`src/hw/rtl/lobm_pkg.sv`:
```
// Shared types, codes and constants of the limit order book matcher.
// No dependencies; imported by every module of the block.
`default_nettype none
package lobm_pkg;

    localparam int MAX_ORDERS_DEF  = 64;
    localparam int NUM_SYMBOLS_DEF = 8;
    localparam int MAX_TRADES      = 63;
    localparam int TRADE_CNT_W     = 6;
    localparam int QUEUE_DEPTH     = 2;

    localparam logic [1:0] CMD_NEW    = 2'd0;
    localparam logic [1:0] CMD_MODIFY = 2'd1;
    localparam logic [1:0] CMD_CANCEL = 2'd2;

    localparam logic [1:0] SIDE_BUY  = 2'd1;
    localparam logic [1:0] SIDE_SELL = 2'd2;

    localparam logic [1:0] STATUS_OK       = 2'd0;
    localparam logic [1:0] STATUS_CREATED  = 2'd1;
    localparam logic [1:0] STATUS_REJECTED = 2'd2;
    localparam logic [1:0] STATUS_FULL     = 2'd3;

    localparam logic KIND_TRADE  = 1'b0;
    localparam logic KIND_STATUS = 1'b1;

    localparam logic [3:0] KNOWN_SYMBOLS_RESET = 4'd8;

    typedef enum logic [1:0] {
        OP_NEW,
        OP_MODIFY,
        OP_CANCEL,
        OP_REJECT
    } t_op;

    // classified command as it sits in the queue
    typedef struct packed {
        t_op         op;
        logic [31:0] order_id;
        logic [7:0]  symbol;
        logic        sell;
        logic [15:0] price;
        logic [15:0] quantity;
    } t_item;

    // one resting order in the table
    typedef struct packed {
        logic [31:0] order_id;
        logic [15:0] price;
        logic [15:0] remaining;
        logic        sell;
        logic [7:0]  symbol;
        logic [31:0] sequence_no;
    } t_entry;

    typedef struct packed {
        logic        kind;
        logic [1:0]  status;
        logic [31:0] buy_order_id;
        logic [31:0] sell_order_id;
        logic [15:0] buy_price;
        logic [15:0] sell_price;
        logic [15:0] fill_quantity;
        logic [2:0]  trade_symbol;
        logic        last;
    } t_result;

    typedef enum logic [2:0] {
        S_IDLE,
        S_FIND,
        S_INSERT,
        S_MSCAN,
        S_MEVAL,
        S_WRB,
        S_WRA,
        S_STATUS
    } t_state;

endpackage
`default_nettype wire

```
`src/hw/rtl/lobm_queue.sv`:
```
// Short queue of classified commands between front and back end.
// Depends on lobm_pkg.
`default_nettype none
module lobm_queue
    import lobm_pkg::*;
(
    input  wire logic  i_clk,
    input  wire logic  i_rst_n,
    input  wire logic  i_push,
    input  t_item      i_item,
    input  wire logic  i_pop,
    output t_item      o_item,
    output logic       o_valid,
    output logic       o_full
);

    localparam int PW = $clog2(QUEUE_DEPTH);

    t_item          r_slots [QUEUE_DEPTH];
    logic [PW-1:0]  r_wr;
    logic [PW-1:0]  r_rd;
    logic [PW:0]    r_count;

    always_ff @(posedge i_clk) begin
        if (!i_rst_n) begin
            r_wr    <= '0;
            r_rd    <= '0;
            r_count <= '0;
        end else begin
            if (i_push) begin
                r_slots[r_wr] <= i_item;
                r_wr          <= r_wr + 1'b1;
            end
            if (i_pop) begin
                r_rd <= r_rd + 1'b1;
            end
            r_count <= r_count + (PW+1)'(i_push) - (PW+1)'(i_pop);
        end
    end

    assign o_item  = r_slots[r_rd];
    assign o_valid = (r_count != '0);
    assign o_full  = (r_count == (PW+1)'(QUEUE_DEPTH));

endmodule
`default_nettype wire

```
`config.mk`:
```
export PLATFORM = sky130hd
export DESIGN_NAME = lobm_queue
export DESIGN_NICKNAME = d
export VERILOG_FILES = /design/src/hw/rtl/lobm_pkg.sv /design/src/hw/rtl/lobm_queue.sv
export SDC_FILE = /design/constraint.sdc
export NUM_CORES = 1
export LEC_CHECK = 0
export ABC_AREA = 0
export BUFFER_PORTS_ARGS = -buffer_cell sky130_fd_sc_hd__buf_2
export CAP_MARGIN = 40
export CORE_MARGIN = 5
export CORE_UTILIZATION = 45
export DETAILED_ROUTE_END_ITERATION = 8
export PLACE_DENSITY = 0.81
export SLEW_MARGIN = 25
export SYNTH_ARGS = -nofsm -noshare
export SYNTH_HDL_FRONTEND = slang
export SYNTH_SLANG_ARGS = --single-unit
export TNS_END_PERCENT = 1
```
`constraint.sdc`:
```
create_clock -name i_clk -period 7.1 [get_ports i_clk]
set_clock_uncertainty 0.1 [all_clocks]
set_input_delay 1.42 -clock i_clk [delete_from_list [all_inputs] [get_ports i_clk]]
set_output_delay 1.42 -clock i_clk [all_outputs]
set_load 0.02 [all_outputs]
```
==> impl_results.md <==
* Die area at between 15,000 and 20,000 sq um
* Starting Density at 46.1%
* Critical path class: register to primary output
* Area leader, netlist: edfxtp_1
* Yosys reg bits at 155
* Place WS at between 3 and 4 ns
* CTS clk-pin slew, worst paths at 0.06 ns
* Worst path arrival time at 2.41 ns
* Pin count of the biggest net entering global routing at 44
* Post-cts resize count at 0
* Area of the multi-input gates at 1170 sq um
* Overflow after GRT at 0
* Status: finished clean
* Dominant cells by area after synthesis: edfxtp_1 (77%), mux2_4 (13%), mux2_2 (4.8%)
* Commonest cells post-synth: edfxtp_1 (150), mux2_4 (50), mux2_2 (25)
* Layout area overhead at 27.0%
* Worst setup EP type: primary output
* Die W at ~120 microns
* Slew Viols, Final at 0
* EDFF count, synth at 150
* Synth Net Count at 336
* Initial antenna violation count at 0
* CTS tree: done
* CTS buffer count at 17
* Number of global-route vias before repair at approximately 3,200
* Diodes inserted at 0
* Initial DRC Count at 180
* Final wirelength at 10,400 microns
* Worst Tran Pin Value at 0.744 ns
* Req. time, crit path at 5.58 ns
* Min-delay worst type: register to register
* Port Buffer Count at ~160
* First-pass GRT wire length at 15,800 microns
* Final min period at 3.93 ns
* Mapped cell area at 5840 sq um
* Io pins at 156
* Core box area at 12,700 sq um
* Ys Warns at 0
* Die span in y at 124 microns
* CTS Hold Buffers Added at 0
* DRC Markers at 0
* Root buffer cell: clkbuf_16
* WL/cell at roughly 17 microns
* Setup_tns at 0 ns
* Net count reported at finish at 506
* Crit start category: register
* H-tree Lvls at 4
* Top_reg_cell synth: edfxtp_1
* P_leak at 2.88 nW
* Ys async rst share at 0%
* Layout cells sized above 1 at 60.7%
* Post-synthesis sequential area ratio at approximately 80%
* All-layer global routing usage at about 14%
* Area share of the largest cell type after synthesis at just under 80%
* Maximum VDD drop at 0.163 mV
* Fillers at 957
* Final Cycle Share at 55.4%
* Top-count cell post-synth: edfxtp_1
* Crit Path Max Fanout at 42
* Synth cell types at 16
* DR pass1 iterations at 4
* Fin worst setup slack at 3.17 ns
* PD cells at 295 nW/um^2
* Slew margin rel. at 50.4%
* Clock latency at the later pin of the worst-skew pair at 0.42 ns
* DR vias/cell at 4.72
* Post-Syn Instances at 255
* Post-DP HPWL at around 7100 microns
* CTS sink count at approximately 160
* F_max at 254 MHz
* Mapped Avg Cell Area at 22.9 sq um
* Via count at 2,881
* MaxCap Viol Count at 0
* Setup Buffers After CTS at 0
* Longest Clk Path Bufs at 2
* Row count at slightly above 40
* RSZ-0062 raised after global routing: no
* Placer Congestion at 0.702
* Final setup violation count at 0
* FF+latch area at 4610 sq um
* Post-DRT Antenna Nets at 0
* Final Hold Vio Count at 0
==> sequential cells by signal, indices dropped and copies added (netlist names), named ones only <==
signal	flops
r_slots	150
r_count	2
r_rd	1
r_wr	1
==> report_power, final <==
part | total (mW) | internal, mW | switching, mW | leakage, nW
logic | 0.240 | 0.112 | 0.127 | 1.18
clock network | 0.883 | 0.548 | 0.335 | 0.274
registers | 1.06 | 1.05 | 0.0189 | 1.42
total | 2.19 | 1.71 | 0.482 | 2.88
==> worst max-delay path, stage by stage (launching register included) <==
cell	delay [ns]
dfxtp_4	0.69
buf_4	0.67
mux2_2	0.42
buf_2	0.16
==> path summary, 6_finish.rpt <==
kind	endpoint	slack, ns	depth (start not counted)	startpoint
max	o_item[74]	3.17	3	register
min reg2reg	register	0.49	2	r_rd
min	register	0.49	2	r_rd
max reg2reg	r_slots[0][45]	5.35	2	r_wr
==> layer usage <==
layer  wire length, microns  GRT usage (%)  vias to the layer above
li1                       -              -                     1350
met1                   4140           16.2                     1405
met2                   5330           23.4                      115
met3                    791           5.86                       11
met4                    121           5.54                        0
met5                      0              0                        -
==> placed cells by master (no fill, tap or decap) <==
cell type   instances
clkbuf_1            2
clkinv_4            1
dfxtp_1             4
nor2b_1             2
xnor3_1             1
edfxtp_1          150
and3_4              1
xor2_1              2
clkinv_2            3
mux2_4             50
clkbuf_16          17
inv_1               2
mux2_2             25
ha_1                2
nor2_4              1
buf_2             155
buf_16              1
buf_12              1
clkinvlp_4          4
clkinv_1            2
or2_2               1
bufinv_16           3
dfxtp_4             1
buf_4               2
nand2_1             1
and2_1              4
==> stage by stage <==
step           util [%]  area, sq um  total power, mW  cells  hold slack (ns)
5_1_grt            58.6         7420             2.27    610            0.544
3_5_place_dp       54.0         6840             1.33    578            0.477
4_1_cts            58.6         7420             2.21    610            0.491
2_1_floorplan         -         5840             1.24    255            0.455
6_report           58.6         7420             2.19    610            0.489
3_3_place_gp       53.6         6790             1.32    576            0.477
==> kinds of logic after synthesis <==
| logic type | count (synthesis) | share of synthesized area [%] |
|---|---|---|
| simple gates | 10 | 0.985 |
| fa+ha+maj | 2 | 0.428 |
| buf+inv | 10 | 1.46 |
| mux | 75 | 17.7 |
| xor+xnor | 3 | 0.685 |
| flops | 155 | 78.8 |
==> layout make-up <==
| class | instances | area share (%) |
|---|---|---|
| timing repair buffer | 159 | 11.3 |
| clock buffer | 19 | 5.83 |
| sequential | 155 | 62.1 |
| clock inverter | 13 | 2.04 |
| multi-input combinational | 90 | 15.7 |
| tap | 172 | 2.90 |
| inverter | 2 | 0.101 |
(Power assumes the default switching activity.)
