### src/hw/rtl/lobm_pkg.sv
// Shared types, codes and constants of the limit order book matcher.
// No dependencies; imported by every module of the block.
`default_nettype none
package lobm_pkg;

    localparam int MAX_ORDERS_DEF  = 64;
    localparam int NUM_SYMBOLS_DEF = 8;
    localparam int MAX_TRADES      = 63;
    localparam int TRADE_CNT_W     = 6;
    localparam int QUEUE_DEPTH     = 2;

    localparam logic [1:0] CMD_NEW    = 2'd0;
    localparam logic [1:0] CMD_MODIFY = 2'd1;
    localparam logic [1:0] CMD_CANCEL = 2'd2;

    localparam logic [1:0] SIDE_BUY  = 2'd1;
    localparam logic [1:0] SIDE_SELL = 2'd2;

    localparam logic [1:0] STATUS_OK       = 2'd0;
    localparam logic [1:0] STATUS_CREATED  = 2'd1;
    localparam logic [1:0] STATUS_REJECTED = 2'd2;
    localparam logic [1:0] STATUS_FULL     = 2'd3;

    localparam logic KIND_TRADE  = 1'b0;
    localparam logic KIND_STATUS = 1'b1;

    localparam logic [3:0] KNOWN_SYMBOLS_RESET = 4'd8;

    typedef enum logic [1:0] {
        OP_NEW,
        OP_MODIFY,
        OP_CANCEL,
        OP_REJECT
    } t_op;

    // classified command as it sits in the queue
    typedef struct packed {
        t_op         op;
        logic [31:0] order_id;
        logic [7:0]  symbol;
        logic        sell;
        logic [15:0] price;
        logic [15:0] quantity;
    } t_item;

    // one resting order in the table
    typedef struct packed {
        logic [31:0] order_id;
        logic [15:0] price;
        logic [15:0] remaining;
        logic        sell;
        logic [7:0]  symbol;
        logic [31:0] sequence_no;
    } t_entry;

    typedef struct packed {
        logic        kind;
        logic [1:0]  status;
        logic [31:0] buy_order_id;
        logic [31:0] sell_order_id;
        logic [15:0] buy_price;
        logic [15:0] sell_price;
        logic [15:0] fill_quantity;
        logic [2:0]  trade_symbol;
        logic        last;
    } t_result;

    typedef enum logic [2:0] {
        S_IDLE,
        S_FIND,
        S_INSERT,
        S_MSCAN,
        S_MEVAL,
        S_WRB,
        S_WRA,
        S_STATUS
    } t_state;

endpackage
`default_nettype wire

### src/hw/rtl/lobm_front.sv
// Front end: command intake, field checks and classification.
// Depends on lobm_pkg.
`default_nettype none
module lobm_front
    import lobm_pkg::*;
#(
    parameter int NUM_SYMBOLS = NUM_SYMBOLS_DEF
) (
    input  wire logic        i_clk,
    input  wire logic        i_rst_n,
    input  wire logic        i_cfg_we,
    input  wire logic [3:0]  i_cfg_wdata,
    input  wire logic        i_accept,
    input  wire logic [1:0]  i_command,
    input  wire logic [31:0] i_order_id,
    input  wire logic [7:0]  i_symbol,
    input  wire logic [1:0]  i_side_code,
    input  wire logic [15:0] i_price,
    input  wire logic [15:0] i_quantity,
    output t_item            o_item,
    output logic             o_push
);

    logic [3:0] r_known;
    logic [8:0] sym_limit;
    logic       bad_fields;

    always_ff @(posedge i_clk) begin
        if (!i_rst_n) begin
            r_known <= KNOWN_SYMBOLS_RESET;
        end else if (i_cfg_we) begin
            r_known <= i_cfg_wdata;
        end
    end

    always_comb begin
        sym_limit  = ({5'd0, r_known} > 9'(NUM_SYMBOLS)) ? 9'(NUM_SYMBOLS) : {5'd0, r_known};
        bad_fields = (i_side_code != SIDE_BUY && i_side_code != SIDE_SELL)
                   || ({1'b0, i_symbol} >= sym_limit)
                   || (i_price == 16'd0) || (i_quantity == 16'd0);
        o_item.order_id = i_order_id;
        o_item.symbol   = i_symbol;
        o_item.sell     = (i_side_code == SIDE_SELL);
        o_item.price    = i_price;
        o_item.quantity = i_quantity;
        // cancel ignores every field but the id
        if (i_command == CMD_CANCEL) begin
            o_item.op = OP_CANCEL;
        end else if (bad_fields || (i_command != CMD_NEW && i_command != CMD_MODIFY)) begin
            o_item.op = OP_REJECT;
        end else if (i_command == CMD_NEW) begin
            o_item.op = OP_NEW;
        end else begin
            o_item.op = OP_MODIFY;
        end
        o_push = i_accept;
    end

endmodule
`default_nettype wire

### config.mk
export PLATFORM = sky130hd
export DESIGN_NAME = lobm_front
export DESIGN_NICKNAME = d
export VERILOG_FILES = /design/src/hw/rtl/lobm_pkg.sv /design/src/hw/rtl/lobm_front.sv
export SDC_FILE = /design/constraint.sdc
export NUM_CORES = 1
export LEC_CHECK = 0
export ABC_AREA = 1
export BUFFER_PORTS_ARGS = -buffer_cell sky130_fd_sc_hd__buf_4
export CORE_MARGIN = 5
export CORE_UTILIZATION = 29
export DETAILED_ROUTE_END_ITERATION = 10
export HOLD_SLACK_MARGIN = 0.12
export PLACE_DENSITY = 0.8
export SYNTH_ARGS = -nofsm -noshare
export SYNTH_HDL_FRONTEND = slang
export SYNTH_SLANG_ARGS = --single-unit
### constraint.sdc
create_clock -name i_clk -period 1.72 [get_ports i_clk]
set_input_delay 0.258 -clock i_clk [delete_from_list [all_inputs] [get_ports i_clk]]
set_output_delay 0.258 -clock i_clk [all_outputs]
set_load 0.05 [all_outputs]
==> impl_results.md <==
* Status: finished with violations
* Failing checks: negative setup slack
* Max cap viols at 0
* Max reg flops at 4
* Worst setup SP type: flop
* Via Count at 885
* Area Growth Syn to Fin at 28.4%
* Crit path top cell by count: nand2_1
* Max_slew headroom at 91.1%
* Fraction of layout cells with a size suffix above 1 at 59.3%
* Antenna-violating nets left at 0
* Setup_tns at -438 ps
* Clock buffer depth at 2
* Unrepaired setup endpoints after global routing: true
* FMAX at 0.506 GHz
* Post-Route WL at 2450 um
* Worst hold stages at 3
* Placement Setup Slack at -98.6 ps
* Area after DPL at 0.00122 mm2
* Die Ht at 68.4 um
* Starting DRT DRC Count at 18
* Sequential-to-total area share from yosys stat at 8.10%
* # setup viols final at 2
* CP Capture Type: output port
* Post-CTS Setup Bufs at 0
* Max Slew Vio Count at 0
* R2R depth at 3
* WHS Endpoint: r_known[3]
* Final instance area at 0.00127 mm2
* Clock Tree Root: clkbuf_4
* Placed insts at 225
* WP data arrival at 1720 ps
* R2R Setup Slk at 980 ps
* Vias in the first global route at 745
* Layout net count at 273
* Wirelength per Cell at 10.7 um
* Total die area at 0.00468 mm2
* Synthesized area at 988 um2
* Skew-Pair Late Insertion Delay at 230 ps
* Peak VDD IR at 0.275 mV
* CP max-delay cell: dfxtp_2
* H-Tree Level Count at 1
* Yosys reg bits at 4
* Tmin final at 1980 ps
* Ant. Diodes at 0
* Yosys Warn Count at 0
* Crit path cell chain: nor2_2 -> nand2_1 -> a21oi_2 -> ha_1 -> inv_1 -> nand2_1 -> nand2_1 -> nand2_1 -> nand2_2 -> nand2_1 -> o21bai_1 -> nand2_2 -> buf_8
* Vias per Instance at 3.88
* Total power draw at 0.659 mW
* Slew @ Worst Pin at 132 ps
* Yosys cell types at 12
* Initial antenna violation count at 0
* Pwr Density at 519 mW/mm2
* Fin cells at 228
* Final hold vios at 0
* Largest registers: r_known (4)
* Top Ports at 160
* Row Count at 21
* TritonCTS clock tree: done
* Initial Utilization at 29.9%
* Crit path buf inv count at 2
* Clock Skews at 0 ps
* Worst min path class: in2reg
* Clock transition at path regs at 40 ps
* R2R Path Start: r_known[2]
* Multi-input logic area at 329 um2
* Port buffer count at 93
* Post-synthesis cell count at 156
* Num CTS Buffers at 3
* R2R Path End: r_known[2]
* CTS Sinks at 4
* RD Place Congestion at 0.647
* GRT Resource Usage Total at 8.82%
* Congestion Overflow GR at 0
* Initial DRT Pass Iterations at 4
* Cell family with most CP delay: simple AND/OR/NAND/NOR gates
* PnR worst setup slack at -258 ps
* Dpl hpwl at 2270 um
* Synthesized area per cell at 6.34 um2
* Core ar. at 0.00331 mm2
* Layout fillers at 356
* Global-route wire length before repair at 3090 um
* Final period util at 115%
* Critical path required time at 1460 ps
* Slowest cell delay on critical path at 310 ps
* Register Area at 82.6 um2
* P_leak at 0.715 nW
* Die W at 68.4 um
* HP Start: i_cfg_wdata[3]
* Worst Path Max Fanout at 2
* # DRC at 0
* Post-Syn Nets at 245
* Largest net degree at the start of global routing at 6
* CP Class: reg2out
* Biggest register: r_known
==> metal layers <==
metal  part of all wire [%]  track usage (%)  vias up
li1                       -                -      451
met1                     27             6.62      364
met2                     51             17.3       68
met3                     22             5.58        2
met4                   0.33             3.47        0
met5                      0                0        -
==> metrics by stage <==
stage | hold WS [ps] | utilization, %
floorplan | 357 | -
global placement | 466 | 36.9
detailed placement | 481 | 36.9
CTS | 236 | 38.1
global route | 277 | 38.3
finish | 242 | 38.3
==> power breakdown <==
part           switching [mW]  internal (mW)
sequential            0.00383          0.101
combinational           0.271          0.170
clock                  0.0354         0.0778
total                   0.310          0.349
==> cell usage after synthesis <==
cell type  count  area share [%]
inv_1         12             4.6
ha_1           5             6.3
o211ai_1       1            0.76
dfxtp_1        4             8.1
nor2_2         1            0.63
o21bai_1       1            0.76
nand4_1        1            0.63
o21ai_0        3             1.5
nor2_1        26             9.9
a21oi_1        3             1.5
buf_4         73              55
nand2_1       26             9.9
==> cells in the final DEF (no fill, tap or decap) <==
cell      count
clkbuf_4      3
a21oi_2       1
nand4_1       1
inv_2         1
ha_1          5
a21oi_1       2
o21ai_0       3
o211ai_1      1
nor2_1       25
dfxtp_2       2
inv_1        11
buf_6         1
buf_8         1
dfxtp_1       2
nor2_2        2
nand2_2       3
buf_4        94
nand2_1      23
o21bai_1      1
==> final cells by class <==
| cell class | count | area share (%) |
|---|---|---|
| timing repair buffer | 96 | 57.7 |
| sequential | 4 | 6.51 |
| clock buffer | 3 | 1.78 |
| tap | 46 | 4.54 |
| multi-input combinational | 67 | 25.9 |
| inverter | 12 | 3.55 |
==> tightest hold or removal path: stages <==
cell	delay [ps]
buf_4	70
nand2_1	40
o211ai_1	60
==> how the worst max path moves through the flow <==
stage | startpoint | cells after the start | end | slack [ps]
detailed placement | r_known[2] | 13 | o_item[73] | -100
floorplan | r_known[2] | 12 | o_item[74] | -90
global route | r_known[2] | 13 | o_item[73] | -410
CTS | r_known[2] | 13 | o_item[73] | -290
finish | r_known[2] | 13 | o_item[73] | -260
global placement | r_known[2] | 13 | o_item[73] | -40
==> logic make-up after synthesis <==
logic type | after synthesis | synth area share [%]
buf+inv | 85 | 60.0
fa+ha+maj | 5 | 6.33
flops | 4 | 8.10
compound gates | 8 | 4.56
simple gates | 54 | 21.0
==> repair_timing <==
action                     4_1_cts  5_1_grt
pin swaps                        1        0
resized for setup                5        5
setup endpoints to repair        2        2
hold buffers                     0        0
(Power assumes the default switching activity.)
